$ cat config.mk
export PLATFORM = sky130hd
export DESIGN_NAME = bitmap_block_allocator
export DESIGN_NICKNAME = d
export VERILOG_FILES = /design/src/rtl/bba_pkg.sv /design/src/rtl/bba_owner_ram.sv /design/src/rtl/bitmap_block_allocator.sv
export SDC_FILE = /design/constraint.sdc
export NUM_CORES = 1
export LEC_CHECK = 0
export ABC_AREA = 0
export BUFFER_PORTS_ARGS = -buffer_cell sky130_fd_sc_hd__buf_2
export CORE_AREA = 2 2 164 206
export CTS_CLUSTER_SIZE = 12
export DETAILED_ROUTE_END_ITERATION = 16
export DIE_AREA = 0 0 166 208
export GPL_ROUTABILITY_DRIVEN = 1
export GPL_TIMING_DRIVEN = 0
export PLACE_DENSITY = 0.81
export SYNTH_ARGS = -nofsm -noshare
export SYNTH_HDL_FRONTEND = slang
export SYNTH_SLANG_ARGS = --single-unit
$ cat constraint.sdc
create_clock -name clk -period 10.6 [get_ports clk]
set_input_delay 2.12 -clock clk [delete_from_list [all_inputs] [get_ports clk]]
set_output_delay 2.12 -clock clk [all_outputs]
set_load 0.005 [all_outputs]
$ cat src/rtl/bba_pkg.sv
// Shared types and codes for the bitmap block allocator.
`default_nettype none

package bba_pkg;

  localparam int ACTION_W = 2;
  localparam int ID_W     = 4;
  localparam int COUNT_W  = 7;
  localparam int BLK_W    = 6;
  localparam int STATUS_W = 2;
  localparam int CFG_W    = 7;
  localparam int MAX_RESULTS = 64;

  localparam logic [CFG_W-1:0] CFG_RESET = 7'd64;

  typedef enum logic [ACTION_W-1:0] {
    ACT_PRESET = 2'd0,
    ACT_CREATE = 2'd1,
    ACT_DELETE = 2'd2,
    ACT_NONE   = 2'd3
  } action_t;

  typedef enum logic [STATUS_W-1:0] {
    ST_OK        = 2'd0,
    ST_NO_SPACE  = 2'd1,
    ST_NOT_FOUND = 2'd2,
    ST_BAD_INDEX = 2'd3
  } status_t;

  typedef enum logic [2:0] {
    S_IDLE,
    S_ONE,
    S_COUNT,
    S_ALLOC,
    S_DEL
  } state_t;

endpackage

`default_nettype wire

$ cat src/rtl/bba_owner_ram.sv
// Owner table storage: one write port, one registered read port.
`default_nettype none

module bba_owner_ram
  import bba_pkg::*;
#(
  parameter int DEPTH = 64,
  parameter int AW    = 6
) (
  input  wire logic            clk,
  input  wire logic            wr_en,
  input  wire logic [AW-1:0]   wr_addr,
  input  wire logic [ID_W-1:0] wr_data,
  input  wire logic [AW-1:0]   rd_addr,
  output logic      [ID_W-1:0] rd_data
);

  logic [ID_W-1:0] mem [DEPTH];

  always_ff @(posedge clk) begin
    if (wr_en) begin
      mem[wr_addr] <= wr_data;
    end
  end

  always_ff @(posedge clk) begin
    rd_data <= mem[rd_addr];
  end

endmodule

`default_nettype wire

$ cat src/rtl/bitmap_block_allocator.sv
// Top level of the bitmap free-block allocator with per-block owner table.
//
//  channel | dir | handshake            | payload
//  --------+-----+----------------------+------------------------------------------
//  in_     | in  | in_tvalid/in_tready  | tuser: action; tdata: file_id, block_count,
//          |     |                      |        block_index
//  out_    | out | out_tvalid/out_tready| tuser: has_block; tdata: status, block_out;
//          |     |                      | tlast: last result of a request
//  cfg_    | in  | cfg_wr_en            | cfg_wr_data: managed block count
//
// Request sequence: a preset or any other one-result request reports one result. A
// create first counts the free blocks, then reports a refused or empty claim, or
// claims blocks; a delete scans for the file's blocks. n is the managed block
// count; one compare/count unit walks the n entries one per cycle, holding while a
// full output register is not taken during a claim or a delete.
// Reset clears the used bitmap and the owner-valid bits at once; no clearing pass.
// A full output register that is not taken holds the scan in place.
`default_nettype none

module bitmap_block_allocator
  import bba_pkg::*;
#(
  parameter int NUM_BLOCKS = 64
) (
  input  wire logic        clk,
  input  wire logic        rst_n,
  // request channel
  input  wire logic        in_tvalid,
  output logic             in_tready,
  input  wire logic [23:0] in_tdata,   // file_id[3:0], block_count[10:4], block_index[16:11]
  input  wire logic [1:0]  in_tuser,   // action[1:0]
  // result channel
  output logic             out_tvalid,
  input  wire logic        out_tready,
  output logic [7:0]       out_tdata,  // status[1:0], block_out[7:2]
  output logic             out_tuser,  // has_block
  output logic             out_tlast,
  // configuration
  input  wire logic        cfg_wr_en,
  input  wire logic [6:0]  cfg_wr_data
);

  // Only the first MAX_RESULTS blocks can ever be managed.
  localparam int DEPTH = (NUM_BLOCKS < MAX_RESULTS) ? NUM_BLOCKS : MAX_RESULTS;
  localparam int IW    = $clog2(DEPTH);
  localparam int CW    = $clog2(DEPTH + 1);

  // request fields
  action_t            req_action;
  logic [ID_W-1:0]    req_id;
  logic [COUNT_W-1:0] req_count;
  logic [BLK_W-1:0]   req_index;

  assign req_action = action_t'(in_tuser);
  assign req_id     = in_tdata[3:0];
  assign req_count  = in_tdata[10:4];
  assign req_index  = in_tdata[16:11];

  // state
  state_t             state_r, state_nxt;
  logic [CFG_W-1:0]   cfg_r;
  logic [DEPTH-1:0]   used_r, used_nxt;
  logic [DEPTH-1:0]   owned_r, owned_nxt;   // owner table entry holds a live id
  logic [CW-1:0]      ptr_r, ptr_nxt;
  logic [CW-1:0]      free_r, free_nxt;
  logic [COUNT_W-1:0] rem_r, rem_nxt;
  logic [ID_W-1:0]    id_r, id_nxt;
  status_t            one_st_r, one_st_nxt;
  logic               pend_vld_r, pend_vld_nxt;
  logic [IW-1:0]      pend_blk_r, pend_blk_nxt;

  // output register
  logic               out_vld_r;
  status_t            out_st_r;
  logic               out_has_r;
  logic [BLK_W-1:0]   out_blk_r;
  logic               out_last_r;

  // emit request from the sequencer
  logic               emit;
  status_t            emit_st;
  logic               emit_has;
  logic [BLK_W-1:0]   emit_blk;
  logic               emit_last;

  logic               out_free;
  logic               accept;
  logic [CW-1:0]      n_eff;
  logic [IW-1:0]      ptr_idx;
  logic               at_end;

  logic               ram_wr_en;
  logic [IW-1:0]      ram_rd_addr;
  logic [ID_W-1:0]    ram_rd_data;

  assign out_free = !out_vld_r || out_tready;
  assign in_tready = (state_r == S_IDLE);
  assign accept    = in_tvalid && in_tready;

  // Saturate the managed count to the storage depth.
  assign n_eff   = (cfg_r > CFG_W'(DEPTH)) ? CW'(DEPTH) : cfg_r[CW-1:0];
  assign ptr_idx = ptr_r[IW-1:0];
  assign at_end  = (ptr_r == n_eff);

  // Read one entry ahead so the owner data lines up with ptr_r.
  assign ram_rd_addr = ptr_nxt[IW-1:0];

  bba_owner_ram #(
    .DEPTH (DEPTH),
    .AW    (IW)
  ) u_owner_ram (
    .clk     (clk),
    .wr_en   (ram_wr_en),
    .wr_addr (ptr_idx),
    .wr_data (id_r),
    .rd_addr (ram_rd_addr),
    .rd_data (ram_rd_data)
  );

  always_comb begin
    state_nxt    = state_r;
    used_nxt     = used_r;
    owned_nxt    = owned_r;
    ptr_nxt      = ptr_r;
    free_nxt     = free_r;
    rem_nxt      = rem_r;
    id_nxt       = id_r;
    one_st_nxt   = one_st_r;
    pend_vld_nxt = pend_vld_r;
    pend_blk_nxt = pend_blk_r;
    emit         = 1'b0;
    emit_st      = ST_OK;
    emit_has     = 1'b0;
    emit_blk     = '0;
    emit_last    = 1'b1;
    ram_wr_en    = 1'b0;

    case (state_r)
      S_IDLE: begin
        if (accept) begin
          id_nxt  = req_id;
          rem_nxt = req_count;
          ptr_nxt = '0;
          case (req_action)
            ACT_PRESET: begin
              state_nxt = S_ONE;
              if (COUNT_W'(req_index) >= COUNT_W'(n_eff)) begin
                one_st_nxt = ST_BAD_INDEX;
              end else begin
                one_st_nxt = ST_OK;
                used_nxt[req_index[IW-1:0]] = 1'b1;
              end
            end
            ACT_CREATE: begin
              if (req_id == '0) begin
                state_nxt  = S_ONE;
                one_st_nxt = ST_NOT_FOUND;
              end else begin
                state_nxt = S_COUNT;
                free_nxt  = '0;
              end
            end
            ACT_DELETE: begin
              if (req_id == '0) begin
                state_nxt  = S_ONE;
                one_st_nxt = ST_NOT_FOUND;
              end else begin
                state_nxt    = S_DEL;
                pend_vld_nxt = 1'b0;
              end
            end
            default: begin
              state_nxt = S_IDLE;
            end
          endcase
        end
      end

      S_ONE: begin
        emit    = out_free;
        emit_st = one_st_r;
        if (out_free) begin
          state_nxt = S_IDLE;
        end
      end

      S_COUNT: begin
        if (at_end) begin
          ptr_nxt = '0;
          if (rem_r > COUNT_W'(free_r)) begin
            state_nxt  = S_ONE;
            one_st_nxt = ST_NO_SPACE;
          end else if (rem_r == '0) begin
            state_nxt  = S_ONE;
            one_st_nxt = ST_OK;
          end else begin
            state_nxt = S_ALLOC;
          end
        end else begin
          if (!used_r[ptr_idx]) begin
            free_nxt = free_r + CW'(1);
          end
          ptr_nxt = ptr_r + CW'(1);
        end
      end

      S_ALLOC: begin
        // The free count guarantees rem_r free blocks below n_eff.
        if (used_r[ptr_idx]) begin
          ptr_nxt = ptr_r + CW'(1);
        end else if (out_free) begin
          emit      = 1'b1;
          emit_has  = 1'b1;
          emit_blk  = BLK_W'(ptr_idx);
          emit_last = (rem_r == COUNT_W'(1));
          used_nxt[ptr_idx]  = 1'b1;
          owned_nxt[ptr_idx] = 1'b1;
          ram_wr_en = 1'b1;
          rem_nxt   = rem_r - COUNT_W'(1);
          ptr_nxt   = ptr_r + CW'(1);
          if (rem_r == COUNT_W'(1)) begin
            state_nxt = S_IDLE;
          end
        end
      end

      S_DEL: begin
        if (at_end) begin
          // Flush the held block as the last result, or report not found.
          if (out_free) begin
            emit         = 1'b1;
            emit_st      = pend_vld_r ? ST_OK : ST_NOT_FOUND;
            emit_has     = pend_vld_r;
            emit_blk     = pend_vld_r ? BLK_W'(pend_blk_r) : '0;
            pend_vld_nxt = 1'b0;
            state_nxt    = S_IDLE;
          end
        end else if (owned_r[ptr_idx] && (ram_rd_data == id_r)) begin
          if (!pend_vld_r || out_free) begin
            emit      = pend_vld_r;
            emit_has  = 1'b1;
            emit_blk  = BLK_W'(pend_blk_r);
            emit_last = 1'b0;
            pend_vld_nxt = 1'b1;
            pend_blk_nxt = ptr_idx;
            used_nxt[ptr_idx]  = 1'b0;
            owned_nxt[ptr_idx] = 1'b0;
            ptr_nxt = ptr_r + CW'(1);
          end
        end else begin
          ptr_nxt = ptr_r + CW'(1);
        end
      end

      default: begin
        state_nxt = S_IDLE;
      end
    endcase
  end

  always_ff @(posedge clk) begin
    if (!rst_n) begin
      state_r    <= S_IDLE;
      cfg_r      <= CFG_RESET;
      used_r     <= '0;
      owned_r    <= '0;
      pend_vld_r <= 1'b0;
      out_vld_r  <= 1'b0;
    end else begin
      state_r    <= state_nxt;
      used_r     <= used_nxt;
      owned_r    <= owned_nxt;
      pend_vld_r <= pend_vld_nxt;
      if (cfg_wr_en) begin
        cfg_r <= cfg_wr_data;
      end
      if (emit) begin
        out_vld_r <= 1'b1;
      end else if (out_tready) begin
        out_vld_r <= 1'b0;
      end
    end
  end

  // payload and scan registers, no reset needed
  always_ff @(posedge clk) begin
    ptr_r      <= ptr_nxt;
    free_r     <= free_nxt;
    rem_r      <= rem_nxt;
    id_r       <= id_nxt;
    one_st_r   <= one_st_nxt;
    pend_blk_r <= pend_blk_nxt;
    if (emit) begin
      out_st_r   <= emit_st;
      out_has_r  <= emit_has;
      out_blk_r  <= emit_blk;
      out_last_r <= emit_last;
    end
  end

  assign out_tvalid = out_vld_r;
  assign out_tdata  = {out_blk_r, out_st_r};
  assign out_tuser  = out_has_r;
  assign out_tlast  = out_last_r;

  // An owner entry is live only on a used block.
  a_owned_used: assert property (@(posedge clk) disable iff (!rst_n)
    (owned_r & ~used_r) == '0)
    else $error("owner valid on a free block");

  // Allocation never runs with nothing left to claim.
  a_alloc_rem: assert property (@(posedge clk) disable iff (!rst_n)
    state_r == S_ALLOC |-> (rem_r != '0) && (rem_r <= COUNT_W'(free_r)))
    else $error("allocation remainder out of range");

  // A held delete result lives only inside the delete scan.
  a_pend_scope: assert property (@(posedge clk) disable iff (!rst_n)
    pend_vld_r |-> state_r == S_DEL)
    else $error("held block outside delete scan");

  // The sequencer never overwrites a result that is still waiting.
  a_no_overrun: assert property (@(posedge clk) disable iff (!rst_n)
    emit |-> out_free)
    else $error("result register overrun");

  // Scan pointer stays within the managed range.
  a_ptr_range: assert property (@(posedge clk) disable iff (!rst_n)
    (state_r == S_COUNT || state_r == S_ALLOC || state_r == S_DEL) |-> ptr_r <= n_eff)
    else $error("scan pointer past managed range");

endmodule

`default_nettype wire
==> flow_summary.json, run 1 <==
{
  "run_status": "finished clean",
  "vias_per_cell": 6.88,
  "power.total_w": 0.00535,
  "die_area_um2": 34500,
  "synth_seq_cells": 443,
  "track_usage_pct": 39.8,
  "synth-edff-count": 293,
  "power_frac_clock_pct": 28.1,
  "power_per_cell_area_nw_per_um2": 232,
  "drtIter0Drc": 2603,
  "hold_viol_final": 0,
  "internal-power_w": 0.00341,
  "post-route-min-period_ns": 5.90,
  "skew_ns": 0.0262,
  "grt_pass1_wl_um": 103000,
  "switchingPower_w": 0.00195,
  "grt_pass1_vias": 16700,
  "path_max_fanout": 10,
  "synthArstFlopShare_pct": 0,
  "end_kind": "flop",
  "post_cts_buffers": 0,
  "diodes": 0,
  "worst_pin_slew_ns": 1.39,
  "core_um2": 32500,
  "ys_warn_count": 0,
  "worstSetupPathType": "reg -> reg",
  "cts.sinks": 443,
  "routabilityCongestion": 1.07,
  "setup_viol": 0,
  "insertion_delay_ns": 0.59,
  "cts_buffers": 45,
  "io_buffers": 41,
  "htreeDepth": 2,
  "fmax_ghz": 0.169,
  "synthDistinctLibCells": 78,
  "syn_nets": 2005,
  "ys_top_cells_by_area": "edfxtp_1 42%, dfxtp_1 14%, nand2_1 4.9%, mux2i_1 4.7%, nor2_1 4.1%",
  "hp-class": "reg -> reg",
  "ctsHoldBuffers": 0,
  "cts.repair.resized": 0,
  "die_h_um": 208,
  "leakage_nw": 7.80,
  "final.period_utilization_pct": 55.7,
  "syn_area_um2": 20800,
  "syn_inst": 1945,
  "slew_headroom_pct": 6.99,
  "wl_per_cell_um": 28.0,
  "num_rows": 74,
  "start_util_pct": 64.1,
  "first_pass_iters": 8,
  "dp_hpwl_um": 50400,
  "drive_above_1_share_pct": 11.0,
  "pwr-share-comb_pct": 33.5,
  "max_cap_violations": 0,
  "synthToLayoutAreaGrowth_pct": 11.0,
  "synth_top_area_cell": "edfxtp_1",
  "cp.required_ns": 11.08,
  "antenna_found_initial": 1,
  "synth-seq-area-share_pct": 56.7,
  "die_width_um": 166,
  "swShare_pct": 36.4,
  "setup-tns-final_ns": 0,
  "slew_violations": 0,
  "p_seq_share_pct": 38.4,
  "overflow": 0,
  "vias": 17200,
  "cts_tree": "done",
  "cts_root_buffer": "clkbuf_16",
  "drtAntennaViolNets": 0,
  "ys.flop_type": "edfxtp_1",
  "ir_worst_vdd_mv": 0.204,
  "pin_count": 50,
  "rsz0062_at_grt": "no",
  "path_clk_slew_ns": 0.06,
  "worstSetupStartpointType": "flop",
  "avgSynthCellArea_um2": 10.7,
  "clk_path_buf_depth": 3,
  "drc": 0,
  "grt_max_degree": 33,
  "synth_top_area_share_pct": 42.3,
  "arrival_ns": 6.39,
  "wl_um": 69800,
  "layout.nets": 2101
}
power by group through the flow:
stage,sequential [W],clock [W],combinational [W]
floorplan,0.00209,0,0.00110
global placement,0.00214,0,0.00158
detailed placement,0.00209,0,0.00172
CTS,0.00205,0.00150,0.00174
global route,0.00206,0.00156,0.00188
finish,0.00206,0.00150,0.00180
per-layer routing:
metal,global-route usage (%),vias up,wire [um]
met1,48.3,8059,23900
met4,26.3,0,5370
met5,0,-,0
met3,8.35,358,7910
li1,-,7398,-
met2,64.5,1362,32600
cell usage in the layout (no fill, tap or decap), types with 22 or more instances in the layout:
master | Yosys | layout
edfxtp_1 | 293 | 293
nand2_1 | 274 | 274
nor2_1 | 229 | 229
dfxtp_1 | 150 | 150
a21oi_1 | 110 | 110
clkbuf_1 | 81 | 105
mux2i_1 | 97 | 97
o21ai_0 | 85 | 85
buf_2 | 33 | 74
a211oi_1 | 61 | 61
o22ai_1 | 59 | 59
nand3_1 | 58 | 58
clkbuf_16 | 0 | 45
inv_1 | 29 | 29
mux4_2 | 26 | 26
nor3_1 | 23 | 23
ha_1 | 22 | 22
cells by family (layout without fill, tap and decap cells):
family	after synthesis	in the layout	synth area share, %
and+or+nand+nor	712	712	15.5
DFF	443	443	56.7
AOI/OAI and AO/OA	437	437	13.7
buffers and inverters	175	307	3.77
muxes	139	139	8.34
adders and majority gates	22	22	1.32
xor gates and xnor gates	17	17	0.715
worst paths after layout:
kind / cells past startpoint / endpoint / slack [ns] / start
worst max register to register: 17 / u_owner_ram.rd_data[3] / 4.70 / ptr_r[0]
worst min-delay path: 2 / used_r[21] / 0.48 / used_r[21]
worst min register to register: 2 / used_r[21] / 0.48 / used_r[21]
worst max-delay path: 17 / u_owner_ram.rd_data[3] / 4.70 / ptr_r[0]
critical path: stages (launching register included):
cell and delay (ns):
dfxtp_1 0.57, buf_4 0.30, buf_2 0.34, buf_2 0.38
mux2i_1 0.26, a22oi_1 0.12, nand4_1 0.19, nand3_1 0.09
nor4bb_1 0.67, buf_4 0.30, a21o_1 0.25, o21ai_1 0.14
o21ai_4 0.53, inv_4 0.20, nor2_1 0.71, a22oi_1 0.25
and3_1 0.25, nor4_2 0.22
synthesized netlist by cell type (18+ instances only):
library cell	count
nand3_1	58
nor2_1	229
a221oi_1	18
inv_1	29
a21oi_1	110
mux4_2	26
nor3_1	23
a22oi_1	18
o22ai_1	59
nand2_1	274
ha_1	22
mux2i_1	97
a211oi_1	61
dfxtp_1	150
edfxtp_1	293
buf_2	33
clkbuf_1	81
o21ai_0	85
layout make-up:
type / count / area [um2]
sequential: 443 / 11800
fill: 2330 / 9400
multi-input combinational: 1327 / 8230
clock buffer: 73 / 1270
buffer: 141 / 653
tap: 418 / 523
timing repair buffer: 49 / 413
inverter: 34 / 133
clock inverter: 10 / 78.8
per-stage QoR:
stage          hold WS, ns  cells  setup slack, ns  utilization (%)  cell area, um2
4_1_cts              0.476   2495             4.98             71.1           23100
5_1_grt              0.492   2495             4.65             71.1           23100
6_report             0.476   2495             4.70             71.1           23100
2_1_floorplan        0.403   1945             5.93                -           20800
3_5_place_dp         0.467   2412             4.94             66.9           21800
3_3_place_gp         0.462   2404             5.06             66.3           21500
(Power assumes the default switching activity.)
==> run 2: changes to the inputs <==
--- a/config.mk
+++ b/config.mk
@@ -5,15 +5,15 @@
 export SDC_FILE = /design/constraint.sdc
 export NUM_CORES = 1
 export LEC_CHECK = 0
-export ABC_AREA = 0
+export ABC_AREA = 1
 export BUFFER_PORTS_ARGS = -buffer_cell sky130_fd_sc_hd__buf_2
-export CORE_AREA = 2 2 164 206
+export CORE_AREA = 2 2 183 230
 export CTS_CLUSTER_SIZE = 12
 export DETAILED_ROUTE_END_ITERATION = 16
-export DIE_AREA = 0 0 166 208
+export DIE_AREA = 0 0 185 232
 export GPL_ROUTABILITY_DRIVEN = 1
 export GPL_TIMING_DRIVEN = 0
-export PLACE_DENSITY = 0.81
+export PLACE_DENSITY = 0.76
 export SYNTH_ARGS = -nofsm -noshare
 export SYNTH_HDL_FRONTEND = slang
 export SYNTH_SLANG_ARGS = --single-unit
==> constraint.sdc (replaced) <==
create_clock -name clk -period 5.3 [get_ports clk]
set_input_delay 1.06 -clock clk [delete_from_list [all_inputs] [get_ports clk]]
set_output_delay 1.06 -clock clk [all_outputs]
set_load 0.005 [all_outputs]
==> flow_summary.json, run 2 <==
{
  "slowest_delay_ns": 1.08,
  "post-route-min-period_ns": 4.92,
  "synth_fa_ha_area_share_pct": 1.20,
  "holdWs_ns": 0.436,
  "cts_tree": "done",
  "setup_viol": 0,
  "drtIter0Drc": 2196,
  "fmax_ghz": 0.203,
  "dpl_worst_slack_ns": 0.551,
  "synth-edff-count": 293,
  "die_area_um2": 42900,
  "wl_per_cell_um": 21.4,
  "rsz0062_at_grt": "no",
  "layout.nets": 3025,
  "avgSynthCellArea_um2": 8.01,
  "power_frac_clock_pct": 25.0,
  "cts.repair.resized": 0,
  "grt_max_degree": 26,
  "slew_violations": 0,
  "drc": 0,
  "syn_nets": 2925,
  "core_um2": 40700,
  "vias": 20900,
  "hp-class": "reg -> reg",
  "synthSimpleGateAreaFrac_pct": 25.3,
  "ys_top_cells_by_area": "edfxtp_1 38%, dfxtp_1 13%, nand2_1 11%, inv_1 8.0%, nand3_1 6.9%",
  "start_util_pct": 56.4,
  "dp_hpwl_um": 56800,
  "swShare_pct": 42.4,
  "slowest_stage": "nor4_1",
  "skew_ns": 0.0164,
  "worst_pin_slew_ns": 1.30,
  "synth_top_family_by_area": "simple AND/OR/NAND/NOR gates",
  "syn_inst": 2865,
  "run_status": "finished clean",
  "crit_top_cell": "nand3_1",
  "drive_above_1_share_pct": 7.10,
  "wl_um": 76000,
  "fin_ws_ns": 0.382,
  "end_kind": "flop",
  "synthDistinctLibCells": 45,
  "routabilityCongestion": 1.01,
  "vias_per_cell": 5.88,
  "netlist_top_cells_count": "661 x nand2_1, 488 x inv_1, 314 x nand3_1",
  "path_buf_inv": 3,
  "utilization_pct": 62.8,
  "synth_top_area_share_pct": 38.4,
  "worstSetupStartpointType": "flop",
  "path_clk_slew_ns": 0.07,
  "htreeDepth": 2,
  "cp.required_ns": 5.77,
  "hold_viol_final": 0,
  "antenna_found_initial": 1,
  "syn_area_um2": 22900,
  "drtAntennaViolNets": 0,
  "synth_top_area_cell": "edfxtp_1",
  "grt_pass1_wl_um": 114000,
  "die_h_um": 232,
  "ys_warn_count": 0,
  "final.period_utilization_pct": 92.8,
  "grt_pass1_vias": 19800,
  "ctsHoldBuffers": 0,
  "cts.sinks": 443,
  "switchingPower_w": 0.00530,
  "ir_worst_vdd_mv": 0.375,
  "insertion_delay_ns": 0.58,
  "post_cts_buffers": 0,
  "layout_commonest_cell": "nand2_1",
  "path_delay_family": "simple AND/OR/NAND/NOR gates",
  "leakage_nw": 10.2,
  "synth-seq-area-share_pct": 51.4,
  "overflow": 0,
  "ys.flop_type": "edfxtp_1",
  "arrival_ns": 5.39,
  "cts_root_buffer": "clkbuf_16",
  "path_max_fanout": 25,
  "num_rows": 83,
  "setup-tns-final_ns": 0,
  "synth_seq_cells": 443,
  "first_pass_iters": 6,
  "max_cap_violations": 0,
  "p_seq_share_pct": 32.5,
  "pwr-share-comb_pct": 42.4,
  "power_per_cell_area_nw_per_um2": 489,
  "synth_xor_area_share_pct": 0.382,
  "worstSetupPathType": "reg -> reg",
  "clk_path_buf_depth": 3,
  "synth_mux_area_share_pct": 0,
  "internal-power_w": 0.00719,
  "most-common-layout-cells": "661 x nand2_1, 488 x inv_1, 314 x nand3_1",
  "cts_buffers": 46,
  "crit_chain": "buf_16, buf_16, xor2_1, nor4_1, nand2_1, o21ai_1, nor2_2, o21ai_2, buf_2, nand3_1, nand3_1, nand3_1, nand3_1, nand2_1",
  "slew_headroom_pct": 12.6,
  "synth.most_common_cell": "nand2_1",
  "track_usage_pct": 35.4,
  "die_width_um": 185,
  "io_buffers": 41,
  "pin_count": 50,
  "synth_compound_area_share_pct": 10.1,
  "synthToLayoutAreaGrowth_pct": 11.4,
  "synthArstFlopShare_pct": 0
}
[run 2: changes by cell type after synthesis, sizes merged, moves of 17 or more]
cell | before | now
a211oi | 61 | 1
a21oi | 112 | 148
a221oi | 19 | 64
a22oi | 18 | 0
and3 | 17 | 0
buf | 60 | 92
inv | 32 | 493
mux2i | 97 | 0
mux4 | 26 | 0
nand2 | 274 | 662
nand3 | 58 | 316
nand4 | 11 | 128
nor3 | 23 | 5
[run 2: routing by layer]
layer	up-vias	share of wire (%)	track usage [%]	wire length (um)
li1	9742	-	-	-
met1	9613	37	42.9	28200
met2	1250	46	58.8	35200
met3	310	8.8	5.05	6680
met4	0	7.8	23.6	5920
met5	-	0	0	0
[run 2: cells by family (layout without fill, tap and decap cells)]
group / count (synthesis) / count (layout)
buffers and inverters: 662 / 799
DFF: 443 / 443
AOI/OAI and AO/OA: 388 / 388
other: 0 / 1
and+or+nand+nor: 1340 / 1340
xor gates and xnor gates: 10 / 10
adders and majority gates: 22 / 22
[run 2: per-stage QoR]
stage / instances / area (um2) / power, W
after global placement: 3458 / 23800 / 0.00909
after floorplan: 2865 / 22900 / 0.00747
after detailed placement: 3469 / 24100 / 0.00930
final: 3555 / 25600 / 0.0125
after global routing: 3555 / 25600 / 0.0130
after CTS: 3554 / 25600 / 0.0124
[run 2: worst reg2reg max path, cell delays in order (launching register included)]
cell	delay [ns]
edfxtp_1	0.90
buf_16	0.25
buf_16	0.18
xor2_1	0.09
nor4_1	1.08
nand2_1	0.30
o21ai_1	0.30
nor2_2	0.11
o21ai_2	0.43
buf_2	0.43
nand3_1	0.21
nand3_1	0.18
nand3_1	0.15
nand3_1	0.15
nand2_1	0.05
[run 2: power by group through the flow]
stage	registers [W]	clock network (W)	logic, W
floorplan	0.00414	0	0.00333
global placement	0.00424	0	0.00485
detailed placement	0.00413	0	0.00516
CTS	0.00406	0.00314	0.00519
global route	0.00408	0.00326	0.00570
finish	0.00406	0.00313	0.00530
[run 2: worst paths after layout]
kind / slack (ns) / cells after the start / endpoint / from
worst max-delay path: 0.38 / 14 / u_owner_ram.rd_data[2] / id_r[3]
worst min-delay path: 0.44 / 0 / pend_blk_r[2] / ptr_r[2]
worst max register to register: 0.38 / 14 / u_owner_ram.rd_data[2] / id_r[3]
worst min register to register: 0.44 / 0 / pend_blk_r[2] / ptr_r[2]
[run 2: area by class of cell]
type	count	area, um2
Timing Repair Buffer	52	508
Buffer	167	800
Clock inverter	11	109
Inverter	495	1860
Antenna cell	1	2.50
Multi-Input combinational cell	1760	8480
Sequential cell	443	11800
Clock buffer	74	1310
Fill cell	3626	15200
Tap cell	552	691
